$ cat src/design/sbf_pkg.sv
// Package for the serial bit framer: shared constants, enum types and the baud mask tables.
// No dependencies; every other design file uses it by scoped names.
package sbf_pkg;

   localparam int DATA_BITS  = 8;
   localparam int DATA_IDX_W = $clog2(DATA_BITS);
   localparam int BYTE_W     = 8;
   localparam int INDEX_W    = 4;
   localparam int TICK_W     = 8;
   localparam int SEL_W      = 3;
   localparam int CSR_IDX_W  = 3;
   localparam int CSR_DATA_W = 3;
   localparam int REQ_DATA_W = 16;
   localparam int RSP_DATA_W = 16;

   typedef enum logic [CSR_IDX_W-1:0] {
      CSR_TX_BAUD   = 3'd0,
      CSR_RX_BAUD   = 3'd1,
      CSR_RS423     = 3'd2,
      CSR_MOTOR     = 3'd3,
      CSR_SOURCE_AT = 3'd4,
      CSR_SINK_AT   = 3'd5
   } csr_index_type;

   typedef enum logic [1:0] {
      KIND_NONE  = 2'd0,
      KIND_START = 2'd1,
      KIND_DATA  = 2'd2,
      KIND_STOP  = 2'd3
   } tx_kind_type;

   typedef enum logic [1:0] {
      PH_IDLE  = 2'd0,
      PH_START = 2'd1,
      PH_DATA  = 2'd2,
      PH_STOP  = 2'd3
   } rx_phase_type;

   typedef struct packed {
      logic tx_en;
      logic rx_en;
   } clk_en_type;

   function automatic logic [TICK_W-1:0] tx_mask(input logic [SEL_W-1:0] sel);
      logic [TICK_W-1:0] m;
      case (sel)
         3'd0:    m = 8'd0;
         3'd1:    m = 8'd0;
         3'd2:    m = 8'd3;
         3'd3:    m = 8'd7;
         3'd4:    m = 8'd15;
         3'd5:    m = 8'd63;
         3'd6:    m = 8'd127;
         default: m = 8'd255;
      endcase
      return m;
   endfunction

   function automatic logic [TICK_W-1:0] rx_mask(input logic [SEL_W-1:0] sel);
      logic [TICK_W-1:0] m;
      case (sel)
         3'd0:    m = 8'd15;
         3'd1:    m = 8'd0;
         3'd2:    m = 8'd3;
         3'd3:    m = 8'd7;
         3'd4:    m = 8'd15;
         3'd5:    m = 8'd63;
         3'd6:    m = 8'd127;
         default: m = 8'd255;
      endcase
      return m;
   endfunction

endpackage

$ cat src/design/sbf_baud.sv
// Baud divider: tick counter that advances with each accepted item, masked per direction to give clock enables.
// Depends on sbf_pkg.
module sbf_baud (
   input  logic                       clock,
   input  logic                       reset,
   input  logic                       advance,
   input  logic [sbf_pkg::SEL_W-1:0]  tx_baud_select,
   input  logic [sbf_pkg::SEL_W-1:0]  rx_baud_select,
   output sbf_pkg::clk_en_type        clk_en
);

   logic [sbf_pkg::TICK_W-1:0] tick_ff;
   logic [sbf_pkg::TICK_W-1:0] tick_in;

   assign tick_in = tick_ff + sbf_pkg::TICK_W'(1);

   always_ff @(posedge clock) begin
      if (reset) begin
         tick_ff <= '0;
      end else if (advance) begin
         tick_ff <= tick_in;
      end
   end

   assign clk_en.tx_en = ((tick_ff & sbf_pkg::tx_mask(tx_baud_select)) == '0);
   assign clk_en.rx_en = ((tick_ff & sbf_pkg::rx_mask(rx_baud_select)) == '0);

endmodule

$ cat src/design/sbf_tx.sv
// Transmit side: assembles start, data and stop bit reports into a byte, LSB first.
// Depends on sbf_pkg.
module sbf_tx (
   input  logic                        clock,
   input  logic                        reset,
   input  logic                        advance,
   input  logic                        tx_en,
   input  sbf_pkg::tx_kind_type        tx_kind,
   input  logic                        tx_bit,
   input  logic                        sink_attached,
   output logic                        byte_valid,
   output logic [sbf_pkg::BYTE_W-1:0]  byte_out
);

   logic [sbf_pkg::BYTE_W-1:0]  shift_ff;
   logic [sbf_pkg::BYTE_W-1:0]  shift_in;
   logic [sbf_pkg::INDEX_W-1:0] index_ff;
   logic [sbf_pkg::INDEX_W-1:0] index_in;
   logic                        stop_hit;

   always_comb begin
      shift_in = shift_ff;
      index_in = index_ff;
      case (tx_kind)
         sbf_pkg::KIND_START: begin
            shift_in = '0;
            index_in = '0;
         end
         sbf_pkg::KIND_DATA: begin
            if (index_ff < sbf_pkg::INDEX_W'(sbf_pkg::DATA_BITS)) begin
               shift_in[index_ff[2:0]] = shift_ff[index_ff[2:0]] | tx_bit;
               index_in = index_ff + sbf_pkg::INDEX_W'(1);
            end
         end
         default: begin
            shift_in = shift_ff;
            index_in = index_ff;
         end
      endcase
   end

   always_ff @(posedge clock) begin
      if (reset) begin
         shift_ff <= '0;
         index_ff <= '0;
      end else if (advance && tx_en) begin
         shift_ff <= shift_in;
         index_ff <= index_in;
      end
   end

   assign stop_hit   = tx_en && (tx_kind == sbf_pkg::KIND_STOP) && sink_attached;
   assign byte_valid = stop_hit;
   assign byte_out   = stop_hit ? shift_ff : '0;

endmodule

$ cat src/design/sbf_rx.sv
// Receive side: serializes source bytes onto the line with an idle, start, data, stop machine.
// Depends on sbf_pkg.
module sbf_rx (
   input  logic                        clock,
   input  logic                        reset,
   input  logic                        advance,
   input  logic                        rx_en,
   input  logic                        source_attached,
   input  logic                        source_has_data,
   input  logic [sbf_pkg::BYTE_W-1:0]  source_byte,
   output logic                        line_bit,
   output logic                        source_take
);

   sbf_pkg::rx_phase_type        phase_ff;
   sbf_pkg::rx_phase_type        phase_in;
   logic [sbf_pkg::BYTE_W-1:0]   hold_ff;
   logic [sbf_pkg::BYTE_W-1:0]   hold_in;
   logic [sbf_pkg::INDEX_W-1:0]  index_ff;
   logic [sbf_pkg::INDEX_W-1:0]  index_in;
   logic [sbf_pkg::INDEX_W-1:0]  index_inc;
   logic                         active;

   assign active    = rx_en && source_attached;
   assign index_inc = index_ff + sbf_pkg::INDEX_W'(1);

   always_comb begin
      phase_in = phase_ff;
      case (phase_ff)
         sbf_pkg::PH_IDLE: begin
            if (source_has_data) begin
               phase_in = sbf_pkg::PH_START;
            end
         end
         sbf_pkg::PH_START: begin
            phase_in = sbf_pkg::PH_DATA;
         end
         sbf_pkg::PH_DATA: begin
            if (index_inc >= sbf_pkg::INDEX_W'(sbf_pkg::DATA_BITS)) begin
               phase_in = sbf_pkg::PH_STOP;
            end
         end
         default: begin
            phase_in = sbf_pkg::PH_IDLE;
         end
      endcase
   end

   always_comb begin
      line_bit    = 1'b1;
      source_take = 1'b0;
      hold_in     = hold_ff;
      index_in    = index_ff;
      if (active) begin
         case (phase_ff)
            sbf_pkg::PH_IDLE: begin
               if (source_has_data) begin
                  hold_in     = source_byte;
                  source_take = 1'b1;
               end
            end
            sbf_pkg::PH_START: begin
               line_bit = 1'b0;
               index_in = '0;
            end
            sbf_pkg::PH_DATA: begin
               line_bit = hold_ff[index_ff[sbf_pkg::DATA_IDX_W-1:0]];
               index_in = index_inc;
            end
            default: begin
               line_bit = 1'b1;
            end
         endcase
      end
   end

   always_ff @(posedge clock) begin
      if (reset) begin
         phase_ff <= sbf_pkg::PH_IDLE;
         hold_ff  <= '0;
         index_ff <= '0;
      end else if (advance && active) begin
         phase_ff <= phase_in;
         hold_ff  <= hold_in;
         index_ff <= index_in;
      end
   end

endmodule

$ cat src/design/serial_bit_framer_with_baud_divider_unit.sv
// Top level of the serial bit framer: config registers, baud divider, tx and rx sides, result register.
// Depends on sbf_pkg, sbf_baud, sbf_tx and sbf_rx.
//
//   Channel  Direction  Handshake              Payload
//   req_     in         req_tvalid/req_tready  req_tdata, req_tuser (one item per machine tick)
//   rsp_     out        rsp_tvalid/rsp_tready  rsp_tdata (one result per item)
//   csr_     in         csr_valid/csr_ready    csr_index, csr_data
//
// Each item's result is in the single result register in the cycle after the item is accepted,
// loaded with the state update. One item can be accepted every cycle while no result is stalled.
// A stalled result holds the result register and stops new items until it is taken.
// Reset clears the tick counter, the tx and rx state and all configuration registers.
module serial_bit_framer_with_baud_divider_unit (
   input  logic                               clock,
   input  logic                               reset,
   input  logic                               req_tvalid,
   output logic                               req_tready,
   // tx_bit [0], source_has_data [1], source_byte [9:2], zero fill [15:10]
   input  logic [sbf_pkg::REQ_DATA_W-1:0]     req_tdata,
   // tx_kind [1:0]
   input  logic [1:0]                         req_tuser,
   output logic                               rsp_tvalid,
   input  logic                               rsp_tready,
   // tx_clock_enable [0], rx_clock_enable [1], rx_line_bit [2], source_take [3],
   // tx_byte_valid [4], tx_byte [12:5], not_dcd [13], motor_on [14], zero fill [15]
   output logic [sbf_pkg::RSP_DATA_W-1:0]     rsp_tdata,
   input  logic                               csr_valid,
   output logic                               csr_ready,
   input  logic [sbf_pkg::CSR_IDX_W-1:0]      csr_index,
   input  logic [sbf_pkg::CSR_DATA_W-1:0]     csr_data
);

   logic [sbf_pkg::SEL_W-1:0]       tx_baud_ff;
   logic [sbf_pkg::SEL_W-1:0]       rx_baud_ff;
   logic                            rs423_ff;
   logic                            motor_ff;
   logic                            source_at_ff;
   logic                            sink_at_ff;
   logic                            advance;
   sbf_pkg::clk_en_type             clk_en;
   sbf_pkg::tx_kind_type            tx_kind;
   logic                            byte_valid;
   logic [sbf_pkg::BYTE_W-1:0]      byte_out;
   logic                            line_bit;
   logic                            source_take;
   logic                            rsp_valid_ff;
   logic [sbf_pkg::RSP_DATA_W-1:0]  rsp_data_ff;
   logic [sbf_pkg::RSP_DATA_W-1:0]  rsp_data_in;

   assign csr_ready  = 1'b1;
   assign req_tready = !rsp_valid_ff || rsp_tready;
   assign advance    = req_tvalid && req_tready;
   assign tx_kind    = sbf_pkg::tx_kind_type'(req_tuser);

   always_ff @(posedge clock) begin
      if (reset) begin
         tx_baud_ff   <= '0;
         rx_baud_ff   <= '0;
         rs423_ff     <= 1'b0;
         motor_ff     <= 1'b0;
         source_at_ff <= 1'b0;
         sink_at_ff   <= 1'b0;
      end else if (csr_valid) begin
         case (sbf_pkg::csr_index_type'(csr_index))
            sbf_pkg::CSR_TX_BAUD:   tx_baud_ff   <= csr_data;
            sbf_pkg::CSR_RX_BAUD:   rx_baud_ff   <= csr_data;
            sbf_pkg::CSR_RS423:     rs423_ff     <= csr_data[0];
            sbf_pkg::CSR_MOTOR:     motor_ff     <= csr_data[0];
            sbf_pkg::CSR_SOURCE_AT: source_at_ff <= csr_data[0];
            sbf_pkg::CSR_SINK_AT:   sink_at_ff   <= csr_data[0];
            default: begin
            end
         endcase
      end
   end

   sbf_baud u_baud (
      .clock          (clock),
      .reset          (reset),
      .advance        (advance),
      .tx_baud_select (tx_baud_ff),
      .rx_baud_select (rx_baud_ff),
      .clk_en         (clk_en)
   );

   sbf_tx u_tx (
      .clock         (clock),
      .reset         (reset),
      .advance       (advance),
      .tx_en         (clk_en.tx_en),
      .tx_kind       (tx_kind),
      .tx_bit        (req_tdata[0]),
      .sink_attached (sink_at_ff),
      .byte_valid    (byte_valid),
      .byte_out      (byte_out)
   );

   sbf_rx u_rx (
      .clock           (clock),
      .reset           (reset),
      .advance         (advance),
      .rx_en           (clk_en.rx_en),
      .source_attached (source_at_ff),
      .source_has_data (req_tdata[1]),
      .source_byte     (req_tdata[9:2]),
      .line_bit        (line_bit),
      .source_take     (source_take)
   );

   assign rsp_data_in = {1'b0, motor_ff, !rs423_ff, byte_out, byte_valid, source_take,
                         line_bit, clk_en.rx_en, clk_en.tx_en};

   always_ff @(posedge clock) begin
      if (reset) begin
         rsp_valid_ff <= 1'b0;
      end else if (req_tready) begin
         rsp_valid_ff <= req_tvalid;
      end
   end

   always_ff @(posedge clock) begin
      if (advance) begin
         rsp_data_ff <= rsp_data_in;
      end
   end

   assign rsp_tvalid = rsp_valid_ff;
   assign rsp_tdata  = rsp_data_ff;

endmodule

$ cat config.mk
export PLATFORM = sky130hd
export DESIGN_NAME = serial_bit_framer_with_baud_divider_unit
export DESIGN_NICKNAME = d
export VERILOG_FILES = /design/src/design/sbf_pkg.sv /design/src/design/sbf_baud.sv /design/src/design/sbf_tx.sv /design/src/design/sbf_rx.sv /design/src/design/serial_bit_framer_with_baud_divider_unit.sv
export SDC_FILE = /design/constraint.sdc
export NUM_CORES = 1
export LEC_CHECK = 0
export BUFFER_PORTS_ARGS = -buffer_cell sky130_fd_sc_hd__buf_2
export CORE_MARGIN = 2
export CORE_UTILIZATION = 50
export CTS_BUF_LIST = sky130_fd_sc_hd__clkbuf_4
export DETAILED_ROUTE_END_ITERATION = 12
export MAX_ROUTING_LAYER = met4
export PLACE_DENSITY = 0.72
export SLEW_MARGIN = 20
export SYNTH_ARGS = -nofsm -noshare
export SYNTH_HDL_FRONTEND = slang
export SYNTH_HIERARCHICAL = 1
export SYNTH_SLANG_ARGS = --single-unit
$ cat constraint.sdc
create_clock -name clock -period 6.6 [get_ports clock]
set_input_delay 0.99 -clock clock [delete_from_list [all_inputs] [get_ports clock]]
set_output_delay 0.99 -clock clock [all_outputs]
set_load 0.02 [all_outputs]
==> impl_metrics.json <==
{
  "status": "completed",
  "cts_buffers": 9,
  "grt_pass1_wl_um": 9670,
  "pre_cts_ws_ns": 3.71,
  "slew_viol_final": 0,
  "grt_pass1_vias": 2239,
  "remaining_drc_errors": 0,
  "grt_max_degree": 49,
  "p_sw_uw": 168,
  "whs_endpoint": "rsp_tdata[14]",
  "ios": 48,
  "ys_seq_area_frac": 0.458,
  "worstPathArrival_ns": 2.90,
  "ys_seq_elements": 60,
  "clk_pin_slew_ns": 0.09,
  "antenna_found_initial": 0,
  "p_int_uw": 537,
  "worstReg2RegStart": "tx_baud_ff[0]",
  "pwr-share-seq": 0.554,
  "grt_util_all_layers": 0.202,
  "die_w_um": 80.8,
  "antenna_cells": 0,
  "whs_path_depth": 0,
  "hp-start": "motor_ff",
  "netlist_top_cells_count": "dfxtp_1, nand2_1, nor2_1",
  "timing.final.hold_violations": 0,
  "p_leak_uw": 0.00122,
  "critPathTopFamily": "compound AO/OA/AOI/OAI gates",
  "rsz0062_at_grt": "false",
  "period_share": 0.392,
  "drt_iter0_markers": 112,
  "final.setup.tns_ns": 0,
  "reg2reg_depth": 7,
  "cpPeakStageDelay_ns": 0.59,
  "pwr-share-comb": 0.084,
  "cts-root-buf": "clkbuf_4",
  "yosys-top-cells-area": "dfxtp_1, edfxtp_1, mux2i_1, nand2b_1, a21oi_1",
  "vias": 2348,
  "multiInputGateArea_um2": 1490,
  "overflow": 0,
  "ys.flop_type": "dfxtp_1",
  "swShare": 0.238,
  "ys_async_sr_fraction": 0,
  "ant_nets": 0,
  "period_needed_ns": 2.58,
  "cp_cell_sequence": "a2111oi_0 > o211ai_1 > a22oi_1 > nand2_1 > nor4_2 > o21ai_1 > o21ai_0",
  "fillers": 512,
  "drt-total-wl_um": 5610,
  "hold_buffers": 0,
  "area_growth_pct": 12.3,
  "postCtsSetupBuffers": 0,
  "cp-end-kind": "register",
  "dp_hpwl_um": 3830,
  "syn-num-nets": 341,
  "r2r_end": "u_tx/shift_ff[3]",
  "maxCapViolations": 0,
  "setup_slack_ns": 4.02,
  "path_class": "reg2reg",
  "yosysWarnings": 6,
  "yosysUniqueCellTypes": 58,
  "required_ns": 6.91,
  "yosysMostFrequentCell": "dfxtp_1",
  "start_util": 0.526,
  "rows": 27,
  "syn-cell-area_um2": 2950,
  "synth_edf_count": 15,
  "cts_buffer_depth": 2,
  "rrSetupSlack_ns": 4.02,
  "dr.pass1.iters": 4,
  "slowest_stage": "nor4_2",
  "clk_latency_ns": 0.39,
  "final_layout_size_suffix_gt1_frac": 0.195,
  "synth_top_cell_by_area": "dfxtp_1",
  "post-route-util": 0.591,
  "finalNetCount": 380,
  "crit_buf_inv": 0,
  "seq_area_um2": 1350,
  "htreeDepth": 3,
  "clkPwrFrac": 0.362,
  "vdd_drop_max_uv": 154,
  "place.gp.congestion": 0.790,
  "synthCells": 305,
  "max_freq_mhz": 387,
  "synth_top_area_frac": 0.305,
  "core_um2": 5610,
  "dieArea_um2": 6530,
  "placedCellCount": 405,
  "die_h_um": 80.8,
  "avgViaCountPerCell": 5.58,
  "start_kind": "register",
  "instances_no_fill": 421,
  "cts.sinks": 60,
  "finalSetupViolations": 0,
  "tightest_slew_ns": 0.786,
  "ctsResizeCount": 0,
  "cts_tree": "built",
  "p_per_area_nw_per_um2": 213,
  "wl_per_cell_um": 13.3,
  "slew_headroom": 0.476,
  "port_buffers": 39,
  "synth_area_per_cell_um2": 9.68,
  "hp-class": "reg2reg",
  "skew_ns": 0.0112,
  "path_max_fanout": 6
}
[layer usage]
metal | part of all wire | wire (µm) | vias to the layer above | track usage
met5 | 0 | 0 | - | -
met4 | 0.023 | 127 | 0 | 0.110
met3 | 0.054 | 302 | 14 | 0.0578
met2 | 0.45 | 2530 | 63 | 0.313
met1 | 0.47 | 2660 | 1094 | 0.236
li1 | - | - | 1177 | -
[registers in the layout (all words and copies together), names as in the netlist, 3 cells and up]
name,flops
rx_baud_ff,3
u_baud/tick_ff,8
rsp_tdata,15
u_tx/shift_ff,8
u_tx/index_ff,4
u_rx/hold_ff,8
u_rx/index_ff,4
tx_baud_ff,3
[kinds of logic after synthesis]
family | count (synthesis) | share of synthesized area
flip-flops | 60 | 0.458
XOR/XNOR | 5 | 0.0148
other | 2 | 0.00254
AND/OR/NAND/NOR | 119 | 0.241
adder cells (fa/ha/maj) | 7 | 0.0297
buffers and inverters | 24 | 0.0386
AO/OA/AOI/OAI | 70 | 0.143
multiplexers | 18 | 0.0725
[worst max-delay path by stage]
| stage | from | end | slack (ns) | cells after the start |
|---|---|---|---|---|
| floorplan | rsp_tready | u_rx/phase_ff[0] | 3.65 | 5 |
| global placement | rsp_tready | u_rx/phase_ff[0] | 3.73 | 7 |
| detailed placement | rsp_tready | u_tx/shift_ff[3] | 3.71 | 8 |
| CTS | tx_baud_ff[0] | u_tx/shift_ff[3] | 3.99 | 7 |
| global route | tx_baud_ff[0] | u_tx/shift_ff[2] | 3.67 | 7 |
| finish | tx_baud_ff[0] | u_tx/shift_ff[3] | 4.02 | 7 |
[through the flow]
step                      instance area, µm²  hold WS [ns]  power [µW]
after floorplan                         2950         0.409         437
after global placement                  3180         0.421         457
after detailed placement                3180         0.427         458
after CTS                               3310         0.451         715
after global routing                    3310         0.461         739
final                                   3310         0.448         705
[cell usage in the layout (no fill, tap or decap), types with 4 or more instances in the layout]
master / synthesis / routed
dfxtp_1: 45 / 45
buf_2: 0 / 39
nor2_1: 22 / 22
nand2_1: 22 / 22
a21oi_1: 21 / 21
nand2b_1: 18 / 18
mux2i_1: 15 / 15
edfxtp_1: 15 / 15
o21ai_0: 15 / 15
clkbuf_4: 0 / 13
o21ai_1: 13 / 13
inv_1: 11 / 11
and2_1: 9 / 9
nor2b_1: 7 / 7
ha_1: 7 / 7
o211ai_1: 6 / 6
xor2_1: 4 / 4
nand3_1: 4 / 4
[power by group through the flow]
stage               clock network (µW)  logic (µW)  registers (µW)
floorplan                            0        34.0             403
global placement                     0        57.5             399
detailed placement                   0        59.0             399
CTS                                265        59.1             391
global route                       281        65.5             392
finish                             255        59.0             391
[worst reg2reg max path, delay by kind of cell, from the launching register on]
kind | cells | cell delay, ns
AO/OA/AOI/OAI | 5 | 1.40
flip-flops | 1 | 0.34
AND/OR/NAND/NOR | 2 | 0.78
[layout make-up]
type / instances / share of cell area
timing repair buffer: 40 / 0.0612
inverter: 12 / 0.0140
tap: 72 / 0.0272
sequential: 60 / 0.408
multi-input combinational: 221 / 0.449
clock buffer: 13 / 0.0295
clock inverter: 3 / 0.0117
Note: power is estimated with default switching activity, not from simulation.
